### src/design/bil_pkg.sv
// ---------------------------------------------------------------------------
// bil_pkg
// Shared widths, codes and types of the bounded indexed list unit.
// ---------------------------------------------------------------------------
`default_nettype none

package bil_pkg;

    localparam int DEPTH    = 64;
    localparam int DATA_W   = 32;
    localparam int ADDR_W   = $clog2(DEPTH);
    localparam int CNT_W    = $clog2(DEPTH + 1);

    // Fixed field widths of the stream items.
    localparam int OP_W     = 2;
    localparam int POS_W    = 6;
    localparam int VAL_W    = 32;
    localparam int ST_W     = 2;
    localparam int LEN_W    = 7;
    localparam int CFG_W    = 7;
    localparam int S_DATA_W = 40;
    localparam int M_DATA_W = 48;
    localparam int M_PAD_W  = M_DATA_W - (ST_W + VAL_W + LEN_W);

    localparam logic [CFG_W-1:0] MAX_ENTRIES_RESET = CFG_W'(DEPTH);

    localparam logic [OP_W-1:0] OP_APPEND    = 2'd0;
    localparam logic [OP_W-1:0] OP_READ      = 2'd1;
    localparam logic [OP_W-1:0] OP_OVERWRITE = 2'd2;
    localparam logic [OP_W-1:0] OP_DELETE    = 2'd3;

    localparam logic [ST_W-1:0] ST_OK     = 2'd0;
    localparam logic [ST_W-1:0] ST_FULL   = 2'd1;
    localparam logic [ST_W-1:0] ST_EMPTY  = 2'd2;
    localparam logic [ST_W-1:0] ST_BEYOND = 2'd3;

    typedef struct packed {
        logic              wr_en;
        logic [ADDR_W-1:0] wr_addr;
        logic [DATA_W-1:0] wr_data;
        logic              rd_en;
        logic [ADDR_W-1:0] rd_addr;
    } mem_req_t;

    typedef struct packed {
        logic [ST_W-1:0]  status;
        logic [VAL_W-1:0] read_value;
        logic [LEN_W-1:0] length;
    } result_t;

endpackage

`default_nettype wire

### src/design/bil_mem.sv
// ---------------------------------------------------------------------------
// bil_mem
// Entry store: one write port and one read port with registered read data.
// ---------------------------------------------------------------------------
`default_nettype none

module bil_mem
    import bil_pkg::*;
(
    input  wire logic              aclk,
    input  wire mem_req_t          req,
    output logic [DATA_W-1:0]      rd_data
);

    logic [DATA_W-1:0] store [DEPTH];
    logic [DATA_W-1:0] rd_data_reg;

    always_ff @(posedge aclk) begin
        if (req.wr_en) begin
            store[req.wr_addr] <= req.wr_data;
        end
        if (req.rd_en) begin
            rd_data_reg <= store[req.rd_addr];
        end
    end

    assign rd_data = rd_data_reg;

endmodule

`default_nettype wire

### src/design/bil_ctrl.sv
// ---------------------------------------------------------------------------
// bil_ctrl
// Request sequencer: checks each request, drives the entry store and walks
// the compaction loop of a delete one word per cycle.
// ---------------------------------------------------------------------------
`default_nettype none

module bil_ctrl
    import bil_pkg::*;
(
    input  wire logic                aclk,
    input  wire logic                aresetn,
    input  wire logic                cfg_valid,
    input  wire logic [CFG_W-1:0]    cfg_data,
    input  wire logic                req_valid,
    output logic                     req_ready,
    input  wire logic [OP_W-1:0]     req_opcode,
    input  wire logic [POS_W-1:0]    req_position,
    input  wire logic [VAL_W-1:0]    req_entry_value,
    input  wire logic                out_free,
    output logic                     res_valid,
    output result_t                  res,
    output mem_req_t                 mem_req,
    input  wire logic [DATA_W-1:0]   mem_rd_data
);

    localparam logic [1:0] S_IDLE = 2'd0;
    localparam logic [1:0] S_MOVE = 2'd1;
    localparam logic [1:0] S_DONE = 2'd2;

    logic [1:0]        state_reg, state_next;
    logic [CNT_W-1:0]  count_reg, count_next;
    logic [CFG_W-1:0]  max_entries_reg;
    logic [ST_W-1:0]   status_reg, status_next;
    logic              is_read_reg, is_read_next;
    logic [ADDR_W-1:0] idx_reg, idx_next;

    logic [CNT_W-1:0]  limit;
    logic [CNT_W-1:0]  pos_ext;
    logic              accept;

    always_ff @(posedge aclk) begin
        if (!aresetn) begin
            max_entries_reg <= MAX_ENTRIES_RESET;
        end else if (cfg_valid) begin
            max_entries_reg <= cfg_data;
        end
    end

    // The limit in force never exceeds the store depth.
    always_comb begin
        if (max_entries_reg > CFG_W'(DEPTH)) begin
            limit = CNT_W'(DEPTH);
        end else begin
            limit = CNT_W'(max_entries_reg);
        end
    end

    assign req_ready = (state_reg == S_IDLE);
    assign accept    = req_valid && req_ready;
    assign pos_ext   = CNT_W'(req_position);

    always_comb begin
        state_next   = state_reg;
        count_next   = count_reg;
        status_next  = status_reg;
        is_read_next = is_read_reg;
        idx_next     = idx_reg;
        mem_req      = '0;

        case (state_reg)
            S_IDLE: begin
                if (accept) begin
                    status_next  = ST_OK;
                    is_read_next = 1'b0;
                    state_next   = S_DONE;
                    if (req_opcode == OP_APPEND) begin
                        if (count_reg >= limit) begin
                            status_next = ST_FULL;
                        end else begin
                            mem_req.wr_en   = 1'b1;
                            mem_req.wr_addr = count_reg[ADDR_W-1:0];
                            mem_req.wr_data = req_entry_value[DATA_W-1:0];
                            count_next      = count_reg + CNT_W'(1);
                        end
                    end else if (count_reg == '0) begin
                        status_next = ST_EMPTY;
                    end else if (pos_ext >= count_reg) begin
                        status_next = ST_BEYOND;
                    end else begin
                        case (req_opcode)
                            OP_READ: begin
                                mem_req.rd_en   = 1'b1;
                                mem_req.rd_addr = req_position[ADDR_W-1:0];
                                is_read_next    = 1'b1;
                            end
                            OP_OVERWRITE: begin
                                mem_req.wr_en   = 1'b1;
                                mem_req.wr_addr = req_position[ADDR_W-1:0];
                                mem_req.wr_data = req_entry_value[DATA_W-1:0];
                            end
                            default: begin
                                // Delete: prefetch the successor, then shift down; a last entry just drops off.
                                if (pos_ext + CNT_W'(1) < count_reg) begin
                                    mem_req.rd_en   = 1'b1;
                                    mem_req.rd_addr = req_position[ADDR_W-1:0]
                                                      + ADDR_W'(1);
                                    idx_next        = req_position[ADDR_W-1:0];
                                    state_next      = S_MOVE;
                                end else begin
                                    count_next = count_reg - CNT_W'(1);
                                end
                            end
                        endcase
                    end
                end
            end
            S_MOVE: begin
                // The word read last cycle belongs one place lower.
                mem_req.wr_en   = 1'b1;
                mem_req.wr_addr = idx_reg;
                mem_req.wr_data = mem_rd_data;
                if (CNT_W'(idx_reg) + CNT_W'(2) < count_reg) begin
                    mem_req.rd_en   = 1'b1;
                    mem_req.rd_addr = idx_reg + ADDR_W'(2);
                    idx_next        = idx_reg + ADDR_W'(1);
                end else begin
                    count_next = count_reg - CNT_W'(1);
                    state_next = S_DONE;
                end
            end
            S_DONE: begin
                if (out_free) begin
                    state_next = S_IDLE;
                end
            end
            default: begin
                state_next = S_IDLE;
            end
        endcase
    end

    always_ff @(posedge aclk) begin
        if (!aresetn) begin
            state_reg <= S_IDLE;
            count_reg <= '0;
        end else begin
            state_reg <= state_next;
            count_reg <= count_next;
        end
    end

    always_ff @(posedge aclk) begin
        status_reg  <= status_next;
        is_read_reg <= is_read_next;
        idx_reg     <= idx_next;
    end

    assign res_valid      = (state_reg == S_DONE);
    assign res.status     = status_reg;
    assign res.read_value = is_read_reg ? VAL_W'(mem_rd_data) : '0;
    assign res.length     = LEN_W'(count_reg);

endmodule

`default_nettype wire

### src/design/bounded_indexed_list_unit.sv
// Append, overwrite, read and refused requests are decided when accepted; the result
// waits in the sequencer's done state, then moves into the output register. A delete
// at position p first walks the compaction loop one word per cycle while entries
// follow p, moving them down one place. The block takes no new request until the
// current one has moved into the output register.
// Reset clears the length and output valid, sets max_entries to 64, not the store.
// ---------------------------------------------------------------------------
// bounded_indexed_list_unit
// Ordered list with append, indexed read, overwrite and delete.
// ---------------------------------------------------------------------------
`default_nettype none

module bounded_indexed_list_unit
    import bil_pkg::*;
(
    input  wire logic                 aclk,
    input  wire logic                 aresetn,
    // Configuration: max_entries.
    input  wire logic                 cfg_valid,
    output logic                      cfg_ready,
    input  wire logic [CFG_W-1:0]     cfg_data,
    // Requests.
    input  wire logic                 s_tvalid,
    output logic                      s_tready,
    // [1:0] opcode, [7:2] position, [39:8] entry_value
    input  wire logic [S_DATA_W-1:0]  s_tdata,
    // Results.
    output logic                      m_tvalid,
    input  wire logic                 m_tready,
    // [1:0] status, [33:2] read_value, [40:34] length, [47:41] zero
    output logic [M_DATA_W-1:0]       m_tdata
);

    mem_req_t          mem_req;
    logic [DATA_W-1:0] mem_rd_data;
    logic              res_valid;
    result_t           res;
    logic              out_free;

    logic              m_tvalid_reg;
    result_t           m_res_reg;

    assign cfg_ready = 1'b1;
    assign out_free  = !m_tvalid_reg || m_tready;

    bil_ctrl u_ctrl (
        .aclk            (aclk),
        .aresetn         (aresetn),
        .cfg_valid       (cfg_valid),
        .cfg_data        (cfg_data),
        .req_valid       (s_tvalid),
        .req_ready       (s_tready),
        .req_opcode      (s_tdata[1:0]),
        .req_position    (s_tdata[7:2]),
        .req_entry_value (s_tdata[39:8]),
        .out_free        (out_free),
        .res_valid       (res_valid),
        .res             (res),
        .mem_req         (mem_req),
        .mem_rd_data     (mem_rd_data)
    );

    bil_mem u_mem (
        .aclk    (aclk),
        .req     (mem_req),
        .rd_data (mem_rd_data)
    );

    // Output register: a finished result waits here for the downstream side.
    always_ff @(posedge aclk) begin
        if (!aresetn) begin
            m_tvalid_reg <= 1'b0;
        end else if (out_free) begin
            m_tvalid_reg <= res_valid;
        end
    end

    always_ff @(posedge aclk) begin
        if (out_free && res_valid) begin
            m_res_reg <= res;
        end
    end

    assign m_tvalid = m_tvalid_reg;
    assign m_tdata  = {{M_PAD_W{1'b0}}, m_res_reg.length, m_res_reg.read_value,
                       m_res_reg.status};

endmodule

`default_nettype wire

### config.mk
export PLATFORM = sky130hd
export DESIGN_NAME = bounded_indexed_list_unit
export DESIGN_NICKNAME = d
export VERILOG_FILES = /design/src/design/bil_pkg.sv /design/src/design/bil_mem.sv /design/src/design/bil_ctrl.sv /design/src/design/bounded_indexed_list_unit.sv
export SDC_FILE = /design/constraint.sdc
export NUM_CORES = 2
export LEC_CHECK = 0
export ABC_AREA = 1
export BUFFER_PORTS_ARGS = -buffer_cell sky130_fd_sc_hd__buf_2
export CORE_MARGIN = 2
export CORE_UTILIZATION = 50
export CTS_BUF_LIST = sky130_fd_sc_hd__clkbuf_8
export DETAILED_ROUTE_END_ITERATION = 6
export MAX_ROUTING_LAYER = met4
export PLACE_DENSITY = 0.67
export SLEW_MARGIN = 20
export SYNTH_ARGS = -nofsm -noshare
export SYNTH_HDL_FRONTEND = slang
export SYNTH_SLANG_ARGS = --single-unit
### constraint.sdc
create_clock -name aclk -period 12.1 [get_ports aclk]
set_input_delay 0.605 -clock aclk [delete_from_list [all_inputs] [get_ports aclk]]
set_output_delay 0.605 -clock aclk [all_outputs]
set_load 0.02 [all_outputs]
---- Yosys cells after proc, flatten, opt, wreduce, memory -nomap -nowiden ----
Memory sizes are Yosys's and may differ from the RTL's. A register that Yosys moved wholly into a read port is not among the register bits.
Index checks and enable logic that the tools add are counted.
operators by class
  $add $sub $neg .......................... 7
  magnitude comparators ................... 5
  eq/ne operators ......................... 18
  muxes and demuxes ....................... 45
  reductions and logical operators ........ 14
operators with widths
  kind                   number
  $mux W46               3
  $mux W39               3
  $pmux W46 S2           1
  $mux W7                12
  $mux W6                7
  $pmux W7 S2            2
  $mux W2                11
  $reduce_and A8 Y1      2
  $ne A3 B3 Y1 const B   5
  $lt A7 B7 Y1           2
  $ne A2 B2 Y1 const B   7
  $add A6 B1 Y6 const B  2
  $pmux W6 S2            1
  $add A6 B1 Y7 const B  1
  $add A6 B2 Y7 const B  1
  $add A7 B1 Y7 const B  1
  $ge A6 B7 Y1           1
  $ge A7 B7 Y1           1
  $gt A7 B7 Y1 const B   1
  $logic_not A7 Y1       1
  $sub A7 B1 Y7 const B  1
  $add A6 B2 Y6 const B  1
  $pmux W2 S3            1
  $eq A2 B1 Y1 const B   2
  other kinds (12)       19
storage, ports and cells
  bits in registers ....................... 67
  memory bits (writable) .................. 2048
  input port bits ......................... 52
  output and inout port bits .............. 51
  logic and storage cells ................. 100
  memories kept ........................... 1
memories
  name         depth  bits a word  rd ports  clocked after Yosys merged registers in  write ports  RTL line       text
  u_mem.store  64     32           1         1                                        1            bil_mem.sv:15  logic [DATA_W-1:0] store [DEPTH];

---- Logic depth before layout (Yosys ltp) ----
  depth in word-level cells ............... 11
  gate-level depth with buffers ........... 24
  gate-level depth less buffers ........... 22

---- Hierarchy ----
Synthesis repeated with hierarchy kept, for this count alone.
unflattened totals
  cells, all modules ...................... 7374
  area total of the unflattened synthesis .. 87652.8 um2
modules (own cells, without submodules)
  module                     instances  cells each  area an instance (um2)  sequential area each (um2)
  bil_mem                    1          6769        83058.4                 62459.9
  bil_ctrl                   1          547         3244.4                  590.6
  bounded_indexed_list_unit  1          58          1350.0                  1251.2

---- Least setup slack after synthesis ----
No wires, ideal clock.
  path type ............................... input to register
  start point ............................. input port s_tdata[2]
  end point ............................... register u_mem.rd_data_reg[0] (netlist: u_mem.rd_data[0]) (read register of u_mem.store) (enable)
  setup time .............................. 466 ps
  arrival time ............................ 4168 ps
  data required time ...................... 11634 ps
  path slack .............................. 7466 ps
  cell stages on the path ................. 13
  path buffers ............................ 0
  cell sequence ........................... nand3_1 nor2_1 nand2_1 xor2_1 inv_1 ha_1 nand2_1 inv_1 a21oi_1 nand3_1 inv_1 nor2_1 o21ai_0
RTL lines
  element      RTL line                         text
  from (decl)  bounded_indexed_list_unit.sv:26  input wire logic [S_DATA_W-1:0] s_tdata,
  to (decl)    bil_mem.sv:16                    logic [DATA_W-1:0] rd_data_reg;

---- Worst setup path after layout ----
  start point ............................. register u_ctrl.idx_reg[1]
  end point ............................... register u_mem.rd_data_reg[26] (netlist: u_mem.rd_data[26]) (read register of u_mem.store) (data pin)
on the way
  cells in the longest elaborated chain, start to end .. 4
  elaborated cells between the ends (all ways) .. 5
  those cells by class .................... 2 x add/sub; 1 x order compare; 2 x mux
RTL lines
  element                 RTL line         text
  from (decl)             bil_ctrl.sv:36   logic [ADDR_W-1:0] idx_reg, idx_next;
  from (signal assigned)  bil_ctrl.sv:156  idx_reg <= idx_next;
  $add A6 B2 Y7           bil_ctrl.sv:123  if (CNT_W'(idx_reg) + CNT_W'(2) < count_reg) begin
  $lt A7 B7 Y1            bil_ctrl.sv:123
  $mux W7 *               bil_ctrl.sv:123
  $pmux W46 S2 *          bil_ctrl.sv:71   case (state_reg)
Every way passes the cells marked *; elsewhere a longest branch is shown, timed or not.
A chain may end at the register's enable or synchronous reset.

==> impl_metrics.env <==
export IMPL_status="finished, violations left"
export IMPL_violations="design-rule violations"
export IMPL_synth_top_family_by_area="simple AND/OR/NAND/NOR gates"
export IMPL_vias=65317
export IMPL_row_count=160
export IMPL_hpwlAfterDp_um=138000
export IMPL_netlist_area_sq_um=95300
export IMPL_hold_class="in2reg"
export IMPL_first_global_vias=62119
export IMPL_dr_pass1_iters=7
export IMPL_routabilityCongestion=0.849
export IMPL_fmax_ghz=0.154
export IMPL_syn_inst=8518
export IMPL_cts_inserted_buffers=356
export IMPL_drive_above_1_share=0.0860
export IMPL_die_area_sq_um=194000
export IMPL_grt_max_degree=227
export IMPL_slew_viol_final=0
export IMPL_synth_adder_area_share=0.00459
export IMPL_postCtsSetupBuffers=0
export IMPL_critPathKind="reg2reg"
export IMPL_rsz0062_at_grt="no"
export IMPL_timing_setup_tns_ns=0
export IMPL_cts_tree="built"
export IMPL_syn_avg_cell_area_sq_um=11.2
export IMPL_die_y_um=441
export IMPL_synth_edf_count=2130
export IMPL_drv_cap=0
export IMPL_cts_sinks=2147
export IMPL_clock_latency_ns=1.07
export IMPL_ir_worst_vdd_mv=0.0832
export IMPL_ys_seq_elements=2147
export IMPL_synth_async_reset_ratio=0
export IMPL_tightestPinTransition_ns=1.22
export IMPL_wl_per_cell_um=23.8
export IMPL_cts_htree_levels=5
export IMPL_cts_buffer_depth=4
export IMPL_grt_overflow=0
export IMPL_worstPathArrival_ns=7.27
export IMPL_coreArea_sq_um=190000
export IMPL_cp_end_kind="register"
export IMPL_drc=2
export IMPL_synthToLayoutAreaGrowth_pct=9.76
export IMPL_grt_use_total=0.282
export IMPL_synth_xor_area_frac=0.00101
export IMPL_synth_simple_gate_area_frac=0.231
export IMPL_portBuffers=94
export IMPL_yosysSeqAreaShare=0.674
export IMPL_wirelength_um=271000
export IMPL_drt_initial_drc_count=8079
export IMPL_hold_viol_final=0
export IMPL_finClkSkew_ns=0.0599
export IMPL_largest_reg_flops=2048
export IMPL_slew_headroom=0.187
export IMPL_antenna_left=0
export IMPL_ios=103
export IMPL_vias_per_cell=5.76
export IMPL_cp_data_required_time_ns=12.88
export IMPL_clk_pin_slew_ns=0.06
export IMPL_start_util=0.502
export IMPL_cp_start_kind="register"
export IMPL_fillCellCount=15817
export IMPL_yosysWarnings=0
export IMPL_fin_crit_ns=6.48
export IMPL_power_mw=15.0
export IMPL_nNetsFinal=8667
export IMPL_synth_distinct_cells=43
export IMPL_root_buffer="clkbuf_8"
export IMPL_grt_pass1_wl_um=400000
export IMPL_die_x_um=441
export IMPL_crit_fanout=99
export IMPL_antenna_found_initial=14
export IMPL_synth_flop_cell="edfxtp_1"
export IMPL_muxShareOfSynthArea=0
export IMPL_pwr_density_cell_nw_per_um2=143
export IMPL_setup_viol=0
export IMPL_timing_final_crit_share=0.536
export IMPL_synth_compound_area_share=0.00803
export IMPL_total_leakage_power_nw=40.7
==> worst max-delay path, cell delays in order, from the launching register on <==
cell      delay, ns
edfxtp_1       0.53
ha_1           0.31
nand3_1        0.14
xor2_1         0.16
inv_1          0.09
ha_1           0.27
nand2_1        0.08
o21a_1         0.14
nand3_1        0.30
inv_1          0.36
nand2_1        0.15
nand2_4        0.24
buf_4          0.83
buf_12         0.65
buf_4          0.81
nand3_1        0.21
nand3_1        0.11
nand3_1        0.17
nand3_1        0.38
nand2_1        0.09
==> repair_timing <==
item | 4_1_cts | 5_1_grt
hold endpoints to repair | 33 | 0
resized for setup | 0 | 0
hold buffers | 27 | 0
==> synth_stat cells, types with 2 or more instances <==
| master | n | share of area |
|---|---|---|
| dfxtp_1 | 17 | 0.0036 |
| o22ai_1 | 6 | 0.00039 |
| and2_1 | 3 | 0.00020 |
| o21ai_0 | 32 | 0.0017 |
| buf_1 | 87 | 0.0034 |
| a22oi_1 | 3 | 0.00024 |
| nand4_1 | 4 | 0.00026 |
| edfxtp_1 | 2130 | 0.67 |
| xor2_1 | 9 | 0.00083 |
| conb_1 | 2 | 0.000079 |
| o31ai_1 | 3 | 0.00024 |
| nor2_4 | 4 | 0.00047 |
| inv_1 | 1306 | 0.051 |
| buf_6 | 12 | 0.0014 |
| a31oi_1 | 3 | 0.00020 |
| inv_2 | 11 | 0.00043 |
| buf_4 | 57 | 0.0045 |
| o21a_1 | 2 | 0.00016 |
| buf_2 | 272 | 0.014 |
| xnor2_1 | 2 | 0.00018 |
| ha_1 | 35 | 0.0046 |
| nand3_1 | 2066 | 0.11 |
| a22o_1 | 32 | 0.0029 |
| a21oi_1 | 25 | 0.0013 |
| nor3_1 | 6 | 0.00031 |
| o2111ai_1 | 2 | 0.00018 |
| nand3b_1 | 833 | 0.066 |
| nor2_1 | 110 | 0.0043 |
| clkbuf_1 | 133 | 0.0052 |
| nand3_2 | 2 | 0.00021 |
| nand2_1 | 1297 | 0.051 |
==> cell usage in the layout, fill, tap and decap left out, types with 8 or more instances in the layout <==
master / instances
buf_12: 13
ha_1: 35
inv_2: 9
edfxtp_1: 2130
o21ai_0: 31
a21oi_1: 25
clkinv_1: 77
clkinv_2: 25
nand3b_1: 833
buf_4: 123
buf_2: 94
a22o_2: 15
nand2_1: 1296
nor2_1: 45
dlygate4sd3_1: 27
inv_1: 1432
diode_2: 10
xor2_1: 9
nor2_4: 69
clkbuf_8: 364
dfxtp_1: 17
a22o_4: 17
conb_1: 8
nand3_1: 2066
==> cells by family (layout without fill, tap and decap cells) <==
family | Yosys count | after routing
buffers and inverters | 1879 | 2183
adders and majority gates | 35 | 35
AOI/OAI and AO/OA | 116 | 116
other | 2 | 18
DFF | 2147 | 2147
xor gates and xnor gates | 11 | 11
and+or+nand+nor | 4328 | 4328
==> stage by stage <==
stage | area (sq um) | utilization | std cells | hold WS (ns) | setup slack [ns]
global placement | 98000 | 0.517 | 10705 | 0.410 | 5.68
floorplan | 95400 | - | 8524 | 0.400 | 7.47
global route | 105000 | 0.551 | 11347 | 0.0659 | 5.43
CTS | 104000 | 0.551 | 11338 | 0.00791 | 5.73
finish | 105000 | 0.551 | 11349 | 0.109 | 5.62
detailed placement | 98100 | 0.517 | 10705 | 0.408 | 5.65
==> where the power goes <==
group          leakage [nW]  internal (mW)  switching [mW]  total, mW
clock                  3.62           2.92            2.82       5.74
sequential             19.0           8.26          0.0325       8.30
combinational          18.1          0.231           0.702      0.933
total                  40.7           11.4            3.55       15.0
==> layout make-up <==
| class | count | area, sq um | area share |
|---|---|---|---|
| clock buffers | 364 | 5010 | 0.0479 |
| well taps | 2511 | 3140 | 0.0300 |
| diodes | 10 | 25.0 | 0.000239 |
| repair buffers | 259 | 1960 | 0.0188 |
| multi-input cells | 4498 | 24100 | 0.230 |
| clock inverters | 242 | 1150 | 0.0110 |
| flip-flops and latches | 2147 | 64300 | 0.614 |
| inverters | 1318 | 4970 | 0.0475 |
==> layer usage <==
metal  global-route usage  part of all wire  up-vias
met2                0.422              0.46     3526
met4                0.109             0.035        0
li1                     -                 -    29391
met5                    -                 0        -
met1                0.381              0.40    31856
met3               0.0577              0.10      544
==> final timing paths <==
kind                        start                 end  slack, ns  cells past startpoint
max             u_ctrl.idx_reg[1]   u_mem.rd_data[26]       5.62                     19
min                    s_tdata[0]  u_ctrl.is_read_reg       0.11                      4
max reg2reg     u_ctrl.idx_reg[1]   u_mem.rd_data[26]       5.62                     19
min reg2reg  u_ctrl.status_reg[1]          m_tdata[1]       0.42                      0
Note: power is estimated with default switching activity, not from simulation.
